## config.mk

```make
export PLATFORM = sky130hd
export DESIGN_NAME = differential_curve_drive_mixer_top
export DESIGN_NICKNAME = d
export VERILOG_FILES = /design/src/rtl/dcdm_pkg.sv /design/src/rtl/dcdm_ln.sv /design/src/rtl/dcdm_ratio.sv /design/src/rtl/dcdm_div.sv /design/src/rtl/differential_curve_drive_mixer_top.sv
export SDC_FILE = /design/constraint.sdc
export NUM_CORES = 2
export LEC_CHECK = 0
export BUFFER_PORTS_ARGS = -buffer_cell sky130_fd_sc_hd__buf_2
export CAP_MARGIN = 20
export CORE_AREA = 2 2 421 423
export DETAILED_ROUTE_END_ITERATION = 8
export DIE_AREA = 0 0 423 425
export PLACE_DENSITY_LB_ADDON = 0.08
export SETUP_SLACK_MARGIN = 0.5
export SKIP_CTS_REPAIR_TIMING = 1
export SLEW_MARGIN = 20
export SYNTH_ARGS = -nofsm -noshare
export SYNTH_HDL_FRONTEND = slang
export SYNTH_SLANG_ARGS = --single-unit
```

## constraint.sdc

```tcl
create_clock -name i_clk -period 31.3 [get_ports i_clk]
set_clock_uncertainty 0.15 [all_clocks]
set_input_delay 6.26 -clock i_clk [delete_from_list [all_inputs] [get_ports i_clk]]
set_output_delay 6.26 -clock i_clk [all_outputs]
set_load 0.01 [all_outputs]
```

## src/rtl/dcdm_pkg.sv

```systemverilog
// shared types and constants for the differential curve drive mixer
`default_nettype none
package dcdm_pkg;
    localparam int DATA_WIDTH_DEF = 16;
    localparam int LN_DEPTH_DEF   = 256;
    localparam int SENS_W         = 16;
    localparam logic [SENS_W-1:0] SENS_RESET = 16'd12288;
    localparam logic [15:0]       LN2_Q16    = 16'd45426;

    typedef enum logic [1:0] {
        SIDE_NONE  = 2'd0,
        SIDE_LEFT  = 2'd1,
        SIDE_RIGHT = 2'd2
    } t_side;

    typedef struct packed {
        t_side side;
        logic  rd_zero;
        logic  rn_zero;
        logic  neg;
    } t_ctrl;
endpackage
`default_nettype wire

```

## src/rtl/dcdm_ln.sv

```systemverilog
// log stages: magnitude of the curve, normalisation and log2 table lookup
`default_nettype none
module dcdm_ln #(
    parameter int DATA_WIDTH     = dcdm_pkg::DATA_WIDTH_DEF,
    parameter int LN_TABLE_DEPTH = dcdm_pkg::LN_DEPTH_DEF,
    localparam int EW = $clog2(DATA_WIDTH),
    localparam int MW = EW + 16
) (
    input  wire                          i_clk,
    input  wire                          i_rst_n,
    input  wire                          i_valid,
    output logic                         o_ready,
    input  wire signed [DATA_WIDTH-1:0]  i_mag,
    input  wire signed [DATA_WIDTH-1:0]  i_cur,
    output logic                         o_valid,
    input  wire                          i_ready,
    output logic signed [DATA_WIDTH-1:0] o_mag,
    output dcdm_pkg::t_side              o_side,
    output logic [MW-1:0]                o_mlg
);
    localparam int F  = DATA_WIDTH - 1;
    localparam int IW = $clog2(LN_TABLE_DEPTH);

    typedef logic [15:0] t_rom [LN_TABLE_DEPTH];

    function automatic t_rom build_rom();
        t_rom             rom;
        longint unsigned  y;
        logic [15:0]      r;
        for (int k = 0; k < LN_TABLE_DEPTH; k++) begin
            y = ((longint'(LN_TABLE_DEPTH) + longint'(k)) << 30) / LN_TABLE_DEPTH;
            r = '0;
            for (int b = 0; b < 16; b++) begin
                y = (y * y) >> 30;
                r = {r[14:0], 1'b0};
                if (y >= (64'd1 << 31)) begin
                    r[0] = 1'b1;
                    y = y >> 1;
                end
            end
            rom[k] = r;
        end
        return rom;
    endfunction

    localparam t_rom LN_ROM = build_rom();

    logic                         r1_v, r2_v, r3_v;
    logic signed [DATA_WIDTH-1:0] r1_mag, r2_mag, r3_mag;
    dcdm_pkg::t_side              r1_side, r2_side, r3_side;
    logic [DATA_WIDTH-1:0]        r1_a;
    logic [EW-1:0]                r2_sh;
    logic [IW-1:0]                r2_idx;
    logic [MW-1:0]                r3_mlg;
    logic                         en1, en2, en3;

    logic [DATA_WIDTH-1:0] n_a;
    dcdm_pkg::t_side       n_side;
    logic [EW-1:0]         n_e, n_sh;
    logic [DATA_WIDTH-1:0] n_norm;
    logic [F+IW:0]         n_pr;
    logic [MW-1:0]         n_mlg;

    assign en3     = !r3_v || i_ready;
    assign en2     = !r2_v || en3;
    assign en1     = !r1_v || en2;
    assign o_ready = en1;

    always_comb begin
        n_a = i_cur[DATA_WIDTH-1] ? DATA_WIDTH'(-i_cur) : DATA_WIDTH'(i_cur);
        if (i_cur[DATA_WIDTH-1]) begin
            n_side = dcdm_pkg::SIDE_LEFT;
        end else if (i_cur != '0) begin
            n_side = dcdm_pkg::SIDE_RIGHT;
        end else begin
            n_side = dcdm_pkg::SIDE_NONE;
        end
    end

    always_comb begin
        n_e = '0;
        for (int i = 0; i < DATA_WIDTH; i++) begin
            if (r1_a[i]) begin
                n_e = EW'(i);
            end
        end
        n_sh   = EW'(F) - n_e;
        n_norm = r1_a << n_sh;
        n_pr   = (F+IW+1)'(n_norm[F-1:0]) * (F+IW+1)'(LN_TABLE_DEPTH);
        n_mlg  = {r2_sh, 16'b0} - MW'(LN_ROM[r2_idx]);
    end

    always_ff @(posedge i_clk) begin
        if (!i_rst_n) begin
            r1_v <= 1'b0;
            r2_v <= 1'b0;
            r3_v <= 1'b0;
        end else begin
            if (en1) r1_v <= i_valid;
            if (en2) r2_v <= r1_v;
            if (en3) r3_v <= r2_v;
        end
    end

    always_ff @(posedge i_clk) begin
        if (en1) begin
            r1_mag  <= i_mag;
            r1_side <= n_side;
            r1_a    <= n_a;
        end
        if (en2) begin
            r2_mag  <= r1_mag;
            r2_side <= r1_side;
            r2_sh   <= n_sh;
            r2_idx  <= n_pr[F+IW-1:F];
        end
        if (en3) begin
            r3_mag  <= r2_mag;
            r3_side <= r2_side;
            r3_mlg  <= n_mlg;
        end
    end

    assign o_valid = r3_v;
    assign o_mag   = r3_mag;
    assign o_side  = r3_side;
    assign o_mlg   = r3_mlg;
endmodule
`default_nettype wire

```

## src/rtl/dcdm_ratio.sv

```systemverilog
// ratio stages: natural log, numerator and denominator terms, numerator product
`default_nettype none
module dcdm_ratio #(
    parameter int DATA_WIDTH = dcdm_pkg::DATA_WIDTH_DEF,
    localparam int EW = $clog2(DATA_WIDTH),
    localparam int MW = EW + 16,
    localparam int VW = EW + 17
) (
    input  wire                              i_clk,
    input  wire                              i_rst_n,
    input  wire [dcdm_pkg::SENS_W-1:0]       i_sens,
    input  wire                              i_valid,
    output logic                             o_ready,
    input  wire signed [DATA_WIDTH-1:0]      i_mag,
    input  dcdm_pkg::t_side                  i_side,
    input  wire [MW-1:0]                     i_mlg,
    output logic                             o_valid,
    input  wire                              i_ready,
    output logic signed [DATA_WIDTH-1:0]     o_mag,
    output dcdm_pkg::t_ctrl                  o_ctrl,
    output logic signed [DATA_WIDTH+VW-1:0]  o_num,
    output logic [VW-1:0]                    o_den
);
    localparam int NW = DATA_WIDTH + VW;

    logic                         r1_v, r2_v, r3_v;
    logic signed [DATA_WIDTH-1:0] r1_mag, r2_mag, r3_mag;
    dcdm_pkg::t_side              r1_side, r2_side;
    logic [MW+15:0]               r1_prod;
    logic signed [VW-1:0]         r2_rd, r2_rn;
    dcdm_pkg::t_ctrl              r3_ctrl;
    logic signed [NW-1:0]         r3_num;
    logic [VW-1:0]                r3_den;
    logic                         en1, en2, en3;

    logic [MW+15:0]       n_rnd;
    logic signed [VW-1:0] n_v, n_s, n_rd, n_rn;
    dcdm_pkg::t_ctrl      n_ctrl;

    assign en3     = !r3_v || i_ready;
    assign en2     = !r2_v || en3;
    assign en1     = !r1_v || en2;
    assign o_ready = en1;

    always_comb begin
        n_rnd = r1_prod + (MW+16)'(1 << 17);
        n_v   = -$signed(VW'(n_rnd[MW+15:18]));
        n_s   = $signed(VW'(i_sens));
        n_rd  = n_v + n_s;
        n_rn  = n_v - n_s;
        n_ctrl.side    = r2_side;
        n_ctrl.rd_zero = (r2_rd == '0);
        n_ctrl.rn_zero = (r2_rn == '0);
        n_ctrl.neg     = r2_mag[DATA_WIDTH-1] ^ r2_rd[VW-1] ^ r2_rn[VW-1];
    end

    always_ff @(posedge i_clk) begin
        if (!i_rst_n) begin
            r1_v <= 1'b0;
            r2_v <= 1'b0;
            r3_v <= 1'b0;
        end else begin
            if (en1) r1_v <= i_valid;
            if (en2) r2_v <= r1_v;
            if (en3) r3_v <= r2_v;
        end
    end

    always_ff @(posedge i_clk) begin
        if (en1) begin
            r1_mag  <= i_mag;
            r1_side <= i_side;
            r1_prod <= (MW+16)'(i_mlg) * (MW+16)'(dcdm_pkg::LN2_Q16);
        end
        if (en2) begin
            r2_mag  <= r1_mag;
            r2_side <= r1_side;
            r2_rd   <= n_rd;
            r2_rn   <= n_rn;
        end
        if (en3) begin
            r3_mag  <= r2_mag;
            r3_ctrl <= n_ctrl;
            r3_num  <= NW'(r2_mag) * NW'(r2_rd);
            r3_den  <= r2_rn[VW-1] ? VW'(-r2_rn) : VW'(r2_rn);
        end
    end

    assign o_valid = r3_v;
    assign o_mag   = r3_mag;
    assign o_ctrl  = r3_ctrl;
    assign o_num   = r3_num;
    assign o_den   = r3_den;
endmodule
`default_nettype wire

```

## src/rtl/dcdm_div.sv

```systemverilog
// pipelined restoring divider, one quotient bit per stage, with overflow stage
`default_nettype none
module dcdm_div #(
    parameter int DATA_WIDTH = dcdm_pkg::DATA_WIDTH_DEF,
    localparam int EW = $clog2(DATA_WIDTH),
    localparam int VW = EW + 17
) (
    input  wire                              i_clk,
    input  wire                              i_rst_n,
    input  wire                              i_valid,
    output logic                             o_ready,
    input  wire signed [DATA_WIDTH-1:0]      i_mag,
    input  dcdm_pkg::t_ctrl                  i_ctrl,
    input  wire signed [DATA_WIDTH+VW-1:0]   i_num,
    input  wire [VW-1:0]                     i_den,
    output logic                             o_valid,
    input  wire                              i_ready,
    output logic signed [DATA_WIDTH-1:0]     o_mag,
    output dcdm_pkg::t_ctrl                  o_ctrl,
    output logic                             o_ovf,
    output logic [DATA_WIDTH-1:0]            o_quo
);
    localparam int NW = DATA_WIDTH + VW;
    localparam int NS = DATA_WIDTH + 1;

    logic                         r_v   [NS];
    logic [NW-1:0]                r_rem [NS];
    logic [VW-1:0]                r_den [NS];
    logic [DATA_WIDTH-1:0]        r_q   [NS];
    logic signed [DATA_WIDTH-1:0] r_mag [NS];
    dcdm_pkg::t_ctrl              r_ctrl[NS];
    logic                         r_ovf [NS];
    logic                         en    [NS];

    logic [NW-1:0] n_abs;

    always_comb begin
        en[NS-1] = !r_v[NS-1] || i_ready;
        for (int j = NS-2; j >= 0; j--) begin
            en[j] = !r_v[j] || en[j+1];
        end
    end

    assign o_ready = en[0];
    assign n_abs   = i_num[NW-1] ? NW'(-i_num) : NW'(i_num);

    always_ff @(posedge i_clk) begin
        if (!i_rst_n) begin
            r_v[0] <= 1'b0;
        end else if (en[0]) begin
            r_v[0] <= i_valid;
        end
    end

    always_ff @(posedge i_clk) begin
        if (en[0]) begin
            r_rem[0]  <= n_abs;
            r_den[0]  <= i_den;
            r_q[0]    <= '0;
            r_mag[0]  <= i_mag;
            r_ctrl[0] <= i_ctrl;
            r_ovf[0]  <= (n_abs >= (NW'(i_den) << DATA_WIDTH));
        end
    end

    for (genvar j = 1; j < NS; j++) begin : g_bit
        localparam int K = DATA_WIDTH - j;
        logic [NW-1:0] n_sub;
        logic          n_ge;

        assign n_sub = NW'(r_den[j-1]) << K;
        assign n_ge  = (r_rem[j-1] >= n_sub);

        always_ff @(posedge i_clk) begin
            if (!i_rst_n) begin
                r_v[j] <= 1'b0;
            end else if (en[j]) begin
                r_v[j] <= r_v[j-1];
            end
        end

        always_ff @(posedge i_clk) begin
            if (en[j]) begin
                r_rem[j]  <= n_ge ? r_rem[j-1] - n_sub : r_rem[j-1];
                r_den[j]  <= r_den[j-1];
                r_q[j]    <= r_q[j-1] | (DATA_WIDTH'(n_ge) << K);
                r_mag[j]  <= r_mag[j-1];
                r_ctrl[j] <= r_ctrl[j-1];
                r_ovf[j]  <= r_ovf[j-1];
            end
        end
    end

    assign o_valid = r_v[NS-1];
    assign o_mag   = r_mag[NS-1];
    assign o_ctrl  = r_ctrl[NS-1];
    assign o_ovf   = r_ovf[NS-1];
    assign o_quo   = r_q[NS-1];
endmodule
`default_nettype wire

```

## src/rtl/differential_curve_drive_mixer_top.sv

```systemverilog
// top level of the differential curve drive mixer
// Usage: an input item (speed magnitude and turn curve, signed Q1.15) is
// offered on i_valid/o_ready; one result item (left and right drive levels)
// comes back on o_valid/i_ready for every accepted item, in order.
// The user must write the sensitivity register through i_cfg_wr_en/i_cfg_wr_data
// only while the block is idle; the block itself does not enforce this. Reset loads 0.75 (Q2.14).
// The pipeline has DATA_WIDTH + 8 register stages: three log stages, three
// ratio stages, DATA_WIDTH + 1 divider stages (an overflow check, then one
// quotient bit per stage) and the output register.
// Throughput is one item per cycle while the receiver keeps i_ready high;
// every stage holds its own valid bit.
// When the receiver stalls, items fill empty stages behind the waiting result,
// and o_ready falls only once the whole pipeline is full. Nothing is dropped
// or repeated.
// Reset (synchronous, active low) empties all stages and restores the
// sensitivity; the log table is constant logic and needs no fill.
`default_nettype none
module differential_curve_drive_mixer_top #(
    parameter int DATA_WIDTH     = dcdm_pkg::DATA_WIDTH_DEF,
    parameter int LN_TABLE_DEPTH = dcdm_pkg::LN_DEPTH_DEF
) (
    input  wire                              i_clk,
    input  wire                              i_rst_n,
    input  wire                              i_cfg_wr_en,
    input  wire [dcdm_pkg::SENS_W-1:0]       i_cfg_wr_data,
    input  wire                              i_valid,
    output logic                             o_ready,
    input  wire signed [DATA_WIDTH-1:0]      i_speed_magnitude,
    input  wire signed [DATA_WIDTH-1:0]      i_turn_curve,
    output logic                             o_valid,
    input  wire                              i_ready,
    output logic signed [DATA_WIDTH-1:0]     o_left_drive,
    output logic signed [DATA_WIDTH-1:0]     o_right_drive
);
    localparam int EW = $clog2(DATA_WIDTH);
    localparam int MW = EW + 16;
    localparam int VW = EW + 17;
    localparam logic signed [DATA_WIDTH-1:0] LVL_MAX = {1'b0, {(DATA_WIDTH-1){1'b1}}};
    localparam logic signed [DATA_WIDTH-1:0] LVL_MIN = {1'b1, {(DATA_WIDTH-1){1'b0}}};

    logic [dcdm_pkg::SENS_W-1:0] r_sens;

    logic                         ln_valid, ln_ready;
    logic signed [DATA_WIDTH-1:0] ln_mag;
    dcdm_pkg::t_side              ln_side;
    logic [MW-1:0]                ln_mlg;

    logic                           ra_valid, ra_ready;
    logic signed [DATA_WIDTH-1:0]   ra_mag;
    dcdm_pkg::t_ctrl                ra_ctrl;
    logic signed [DATA_WIDTH+VW-1:0] ra_num;
    logic [VW-1:0]                  ra_den;

    logic                         dv_valid, dv_ready;
    logic signed [DATA_WIDTH-1:0] dv_mag;
    dcdm_pkg::t_ctrl              dv_ctrl;
    logic                         dv_ovf;
    logic [DATA_WIDTH-1:0]        dv_quo;

    logic                         r_out_v;
    logic                         r_straight;
    logic signed [DATA_WIDTH-1:0] r_left, r_right;

    logic signed [DATA_WIDTH:0]   n_qs;
    logic signed [DATA_WIDTH-1:0] n_in, n_left, n_right, n_rneg;

    always_ff @(posedge i_clk) begin
        if (!i_rst_n) begin
            r_sens <= dcdm_pkg::SENS_RESET;
        end else if (i_cfg_wr_en) begin
            r_sens <= i_cfg_wr_data;
        end
    end

    dcdm_ln #(
        .DATA_WIDTH     (DATA_WIDTH),
        .LN_TABLE_DEPTH (LN_TABLE_DEPTH)
    ) u_ln (
        .i_clk   (i_clk),
        .i_rst_n (i_rst_n),
        .i_valid (i_valid),
        .o_ready (o_ready),
        .i_mag   (i_speed_magnitude),
        .i_cur   (i_turn_curve),
        .o_valid (ln_valid),
        .i_ready (ln_ready),
        .o_mag   (ln_mag),
        .o_side  (ln_side),
        .o_mlg   (ln_mlg)
    );

    dcdm_ratio #(
        .DATA_WIDTH (DATA_WIDTH)
    ) u_ratio (
        .i_clk   (i_clk),
        .i_rst_n (i_rst_n),
        .i_sens  (r_sens),
        .i_valid (ln_valid),
        .o_ready (ln_ready),
        .i_mag   (ln_mag),
        .i_side  (ln_side),
        .i_mlg   (ln_mlg),
        .o_valid (ra_valid),
        .i_ready (ra_ready),
        .o_mag   (ra_mag),
        .o_ctrl  (ra_ctrl),
        .o_num   (ra_num),
        .o_den   (ra_den)
    );

    dcdm_div #(
        .DATA_WIDTH (DATA_WIDTH)
    ) u_div (
        .i_clk   (i_clk),
        .i_rst_n (i_rst_n),
        .i_valid (ra_valid),
        .o_ready (ra_ready),
        .i_mag   (ra_mag),
        .i_ctrl  (ra_ctrl),
        .i_num   (ra_num),
        .i_den   (ra_den),
        .o_valid (dv_valid),
        .i_ready (dv_ready),
        .o_mag   (dv_mag),
        .o_ctrl  (dv_ctrl),
        .o_ovf   (dv_ovf),
        .o_quo   (dv_quo)
    );

    assign dv_ready = !r_out_v || i_ready;

    always_comb begin
        n_qs = dv_ctrl.neg ? -$signed({1'b0, dv_quo}) : $signed({1'b0, dv_quo});
        if (dv_ctrl.rd_zero) begin
            n_in = '0;
        end else if (dv_ctrl.rn_zero) begin
            if (dv_mag[DATA_WIDTH-1]) begin
                n_in = LVL_MIN;
            end else if (dv_mag != '0) begin
                n_in = LVL_MAX;
            end else begin
                n_in = '0;
            end
        end else if (dv_ovf) begin
            n_in = dv_ctrl.neg ? LVL_MIN : LVL_MAX;
        end else if (n_qs > $signed({LVL_MAX[DATA_WIDTH-1], LVL_MAX})) begin
            n_in = LVL_MAX;
        end else if (n_qs < $signed({LVL_MIN[DATA_WIDTH-1], LVL_MIN})) begin
            n_in = LVL_MIN;
        end else begin
            n_in = n_qs[DATA_WIDTH-1:0];
        end
        n_left  = (dv_ctrl.side == dcdm_pkg::SIDE_LEFT)  ? n_in : dv_mag;
        n_right = (dv_ctrl.side == dcdm_pkg::SIDE_RIGHT) ? n_in : dv_mag;
        n_rneg  = (n_right == LVL_MIN) ? LVL_MAX : -n_right;
    end

    always_ff @(posedge i_clk) begin
        if (!i_rst_n) begin
            r_out_v <= 1'b0;
        end else if (dv_ready) begin
            r_out_v <= dv_valid;
        end
    end

    always_ff @(posedge i_clk) begin
        if (dv_ready) begin
            r_left     <= n_left;
            r_right    <= n_rneg;
            r_straight <= (dv_ctrl.side == dcdm_pkg::SIDE_NONE);
        end
    end

    assign o_valid       = r_out_v;
    assign o_left_drive  = r_left;
    assign o_right_drive = r_right;

    a_ready_when_empty : assert property (@(posedge i_clk) disable iff (!i_rst_n)
        !r_out_v |-> o_ready)
        else $error("input stalled with empty output register");

    a_straight_mirror : assert property (@(posedge i_clk) disable iff (!i_rst_n)
        (r_out_v && r_straight && r_left != LVL_MIN) |-> (r_right == -r_left))
        else $error("straight item drives wheels unequally");

    a_empty_after_reset : assert property (@(posedge i_clk)
        !i_rst_n |=> !o_valid)
        else $error("result present right after reset");
endmodule
`default_nettype wire
```

# == Word-level counts from Yosys, hierarchy flattened ==
# Memory sizes are Yosys's and may differ from the RTL's.
# Cells that the tools add are included.
# word_totals
in_bits,53
rom_bits,4096
register_bits,349
elab_cells,319
output_inout_bits,34
mem_count,8
latch_bits,0
mem_bits_rw,1649
# mem_list
name,depth,word_bits,rd,rd_ports_with_merged_regs,write_ports,line,text
(name not given),256,16,1,0,0,dcdm_ln.sv:90,"n_mlg = {r2_sh, 16'b0} - MW'(LN_ROM[r2_idx]);"
u_div.r_rem,17,37,16,0,17,dcdm_div.sv:27,logic [NW-1:0] r_rem [NS];
u_div.r_den,17,21,16,0,17,dcdm_div.sv:28,logic [VW-1:0] r_den [NS];
u_div.r_mag,17,16,17,0,17,dcdm_div.sv:30,logic signed [DATA_WIDTH-1:0] r_mag [NS];
u_div.r_q,17,16,17,0,17,dcdm_div.sv:29,logic [DATA_WIDTH-1:0] r_q [NS];
u_div.r_ctrl,17,5,17,0,17,dcdm_div.sv:31,dcdm_pkg::t_ctrl r_ctrl[NS];
2 more memories,-,-,-,-,-,-,
# classes
magnitude_cmp,20
eq_ne,3
mul,2
n_reduce_logical,52
div,0
bitwise,36
muxes,134
add_sub_neg,27
n_shift,1
# op_table
cell,n
2-to-1 mux 37 bit,17
2-to-1 mux 16 bit,11
2-to-1 mux 1 bit,87
logical NOT 21 bit,2
>= comparator 37 x 21 -> 1 bit,1
>= comparator 37 x 22 -> 1 bit,1
>= comparator 37 x 23 -> 1 bit,1
>= comparator 37 x 24 -> 1 bit,1
>= comparator 37 x 25 -> 1 bit,1
>= comparator 37 x 26 -> 1 bit,1
>= comparator 37 x 27 -> 1 bit,1
>= comparator 37 x 28 -> 1 bit,1
>= comparator 37 x 29 -> 1 bit,1
>= comparator 37 x 30 -> 1 bit,1
>= comparator 37 x 31 -> 1 bit,1
>= comparator 37 x 32 -> 1 bit,1
>= comparator 37 x 33 -> 1 bit,1
>= comparator 37 x 34 -> 1 bit,1
>= comparator 37 x 35 -> 1 bit,1
>= comparator 37 x 36 -> 1 bit,1
>= comparator 37 bit,1
multiplier 16 x 21 -> 37 bit,1
negation 37 bit,1
subtractor 37 x 21 -> 37 bit,1
60 further kinds,138

# == Logic depth before layout (Yosys ltp) ==
# logic_depth
ltp_word,25
mapped_depth,25
mapped_depth_nobuf,24

# == Cells and area by module ==
# A second synthesis with hierarchy kept.
# hier_totals
hier_cells,9128
hier_area_um2,106022.9
# by_module_without_submodules
mod,instances,seq_area_each_um2,cells_per_inst,area_each_um2
dcdm_div,1,43681.9,5227,68069.0
dcdm_ratio,1,5315.1,2502,25478.2
dcdm_ln,1,3123.0,994,8958.6
differential_curve_drive_mixer_top,1,1301.2,405,3517.1

# == Worst setup path after synthesis ==
# Ideal clock, no wire load.
# synth_timing
path_kind,input -> output
start,in i_ready
end,out o_ready
n_path_buf,0
setup_slack_ns,12.074
stages,11
arrival_time_ns,12.816
t_required_ns,24.890
cell_sequence,nor2b_1 inv_1 nor2_1 and3_1 inv_1 nor2_1 inv_1 nor2_1 and3_1 and3_1 nand2_1
# synth_rtl
element,line,text
"start, declared",differential_curve_drive_mixer_top.sv:31,"input wire i_ready,"
"end, declared",differential_curve_drive_mixer_top.sv:27,"output logic o_ready,"

==> impl_results.md <==
* Final period util at between 50% and 60%
* Synth Cell Area at roughly 100,000 sq um
* H-tree levels at 4
* CTS tree: built
* Least-Margin Pin Slew at 1.15 ns
* Cells after Synth at approximately 9,000
* Sinks on Clock Net at 1,787
* CTS clk-pin slew, worst paths at approximately 0.060 ns
* Residual DRC at 0
* Compound-Gate Fraction of Synth Area at 10.4%
* Hold WC Path Type: reg -> reg
* CTS buffer count at ~180
* DR WL/cell at between 20 and 25 microns
* Max Root-Sink Buffers at 3
* FP Rows at between 150 and 200
* Initial antenna violation count at 10
* Pre-Repair DR Iteration Count at 6
* First-pass GRT wire length at between 300,000 and 400,000 microns
* Worst Setup Start Kind: input pin
* CP Capture Type: output pin
* Chip width at about 420 microns
* Iteration-0 DRC Markers at 5,164
* Most frequent cells in the layout: edfxtp_1, inv_1, nand2_1
* Count of port buffers added during placement at 86
* Hold Fails Final Rpt at 0
* Share of layout cells above drive strength 1 at 6.80%
* Syn Area/Cell at roughly 12 sq um
* Grt ovf at 0
* Final wirelength at approximately 240,000 microns
* Die H at approximately 430 microns
* Critical path required time at ~25 ns
* Max-Cap Viols at 0
* Via/cell ratio at around 5.9
* Post-synthesis xor/xnor area fraction at 4.77%
* Vias in the first global route at 67,802
* Die area at 180,000 sq um
* Synthesized net count at ~10,000
* Main combinational cell family by area after synthesis: adder cells
* I/O pin count at between 80 and 90
* Number of flops mapped to enable cells by yosys at about 1,800
* Commonest non-fill, non-tap cell in the layout: edfxtp_1
* Clock Latency Late Sink at 0.85 ns
* ANT nets after route at 0
* Worst Path Max Fanout at 35
* Final setup fails at 0
* Synthesized flop and latch total at roughly 1,800
* Total Routing Usage GR at a little over a quarter
* Mux contribution to synthesized area at between 1.5 and 2%
* Critical setup path kind: in -> out
* Pin count of the biggest net entering global routing at 159
* Worst EP arrival at roughly 11 ns
* Starting Density at roughly 60%
* Yosys cell types at between 90 and 100
* Crit path time final at between 15 and 20 ns
* Post-DP HPWL at around 180,000 microns
* Yosys Warn Count at 0
* Status: complete, no violations
* Root buffer cell: clkbuf_16
* Placeable Area at between 150,000 and 200,000 sq um
* Fin Setup TNS at 0 ns
* Sequential area share after synthesis at just over 50%
* Top_reg_cell synth: edfxtp_1
* Slew headroom at between 20% and 30%
* RSZ-0062 raised after global routing: false
* Synth Area in Adders at between 15 and 20%
* P&R area growth vs syn at 8.86%
* Max Slew Vio Count at 0
* Post-synthesis simple-gate area fraction at between 10 and 15%
* Highest Clock Rate at around 0.058 GHz
* Vias at roughly 68,000
* Placer Congestion at around 0.96
* Async set-reset flop share out of synthesis at 0%
* Layout net count at 10,202
final timing paths:
kind	from	depth (start not counted)	slack, ns	to
max	i_ready	14	14.18	o_ready
min	u_ln.o_mag[7]$_DFFE_PP_	0	0.23	u_ratio.r1_mag[7]$_DFFE_PP_
max reg2reg	u_ratio.r2_mag[15]$_DFFE_PP_	22	23.20	u_ratio.o_num[36]$_DFFE_PP_
min reg2reg	u_ln.o_mag[7]$_DFFE_PP_	0	0.23	u_ratio.r1_mag[7]$_DFFE_PP_
worst max-delay path: stages:
cell,delay (ns)
buf_2,0.10
nor2b_1,0.28
inv_2,0.33
nor2_1,0.56
and3_1,0.40
clkinv_2,0.13
nor2_1,0.59
clkinv_2,0.27
nor2_1,0.46
and3_1,0.42
and3_1,0.29
nand2_1,0.11
buf_4,0.27
buf_2,0.20
state kept, by name (all words and copies together), names as in the netlist, 17 cells and up:
name,count
u_ln.o_mlg,20
u_ratio.o_den,21
u_div.r_mag,272
u_div.r_ctrl,85
u_div.r_q,136
u_ratio.r2_rd,20
u_ratio.r1_prod,19
u_div.r_v,17
u_div.r_den,336
u_ratio.o_num,37
u_ratio.r2_rn,21
u_div.r_rem,592
u_div.r_ovf,17
Yosys cell counts, types with 15 or more instances:
| cell type | instances | area, sq um |
|---|---|---|
| o22ai_1 | 17 | 106 |
| o21bai_1 | 38 | 285 |
| a21oi_1 | 463 | 2320 |
| buf_2 | 25 | 125 |
| nor2_1 | 484 | 1820 |
| xnor2_1 | 357 | 3130 |
| nand3_1 | 152 | 761 |
| xor2_1 | 212 | 1860 |
| nand4_1 | 68 | 425 |
| fa_1 | 449 | 8990 |
| nor2b_1 | 113 | 707 |
| o211ai_1 | 42 | 315 |
| inv_1 | 1061 | 3980 |
| and2_1 | 147 | 920 |
| a31oi_1 | 68 | 425 |
| mux2_2 | 58 | 653 |
| a221oi_1 | 18 | 158 |
| and3_1 | 62 | 388 |
| clkbuf_1 | 221 | 830 |
| o21a_1 | 76 | 571 |
| a311oi_1 | 31 | 272 |
| nor4_1 | 85 | 532 |
| a211oi_1 | 55 | 413 |
| ha_1 | 648 | 8110 |
| nand3b_1 | 25 | 188 |
| nand4b_1 | 17 | 149 |
| edfxtp_1 | 1763 | 52900 |
| or4_1 | 36 | 270 |
| a2111oi_0 | 15 | 131 |
| dfxtp_1 | 24 | 480 |
| mux2i_1 | 68 | 681 |
| a21o_1 | 159 | 1190 |
| nand2_1 | 699 | 2620 |
| mux4_2 | 16 | 360 |
| o21ai_0 | 439 | 2200 |
| o41ai_1 | 17 | 149 |
| a21boi_0 | 25 | 188 |
| o31ai_1 | 73 | 548 |
| nor3_1 | 150 | 751 |
| or3_1 | 70 | 438 |
| nand2b_1 | 122 | 763 |
| buf_1 | 23 | 86.3 |
| o311ai_0 | 16 | 140 |
| or2_2 | 33 | 206 |
per-stage QoR:
stage / instances / cell area [sq um] / hold slack [ns] / setup slack (ns) / util, %
2_1_floorplan: 8974 / 105000 / 0.250 / 12.07 / -
3_3_place_gp: 11206 / 108000 / 0.250 / 13.98 / 61.5
3_5_place_dp: 11206 / 108000 / 0.255 / 14.01 / 61.5
4_1_cts: 11541 / 114000 / 0.223 / 13.99 / 65.0
5_1_grt: 11543 / 114000 / 0.221 / 13.90 / 65.0
6_report: 11545 / 114000 / 0.226 / 14.18 / 65.0
cell families (layout without fill, tap and decap cells):
family	after synthesis	in the layout
other cells	0	4
fa+ha+maj	1098	1098
compound gates	1707	1707
xor+xnor	570	570
buf+inv	1340	1567
flops	1787	1787
mux	142	142
simple gates	2330	2330
routing by layer:
layer | up-vias | wire, microns | GRT usage (%)
li1 | 32125 | - | -
met1 | 33381 | 97500 | 34.2
met2 | 2036 | 121000 | 46.7
met3 | 508 | 12200 | 3.94
met4 | 2 | 9060 | 10.5
met5 | - | 13 | 0
layout make-up:
class,count,area (sq um)
Clock inverter,123,1450
Fill cell,13261,61300
Antenna cell,4,10.0
Inverter,1069,4020
Clock buffer,212,4750
Tap cell,2340,2930
Sequential cell,1787,53400
Timing Repair Buffer,163,1030
Multi-Input combinational cell,5847,46400
Power is left out: the tool's default activity adds up to more than one toggle a clock period on the data nets, which glitch-free logic cannot reach.
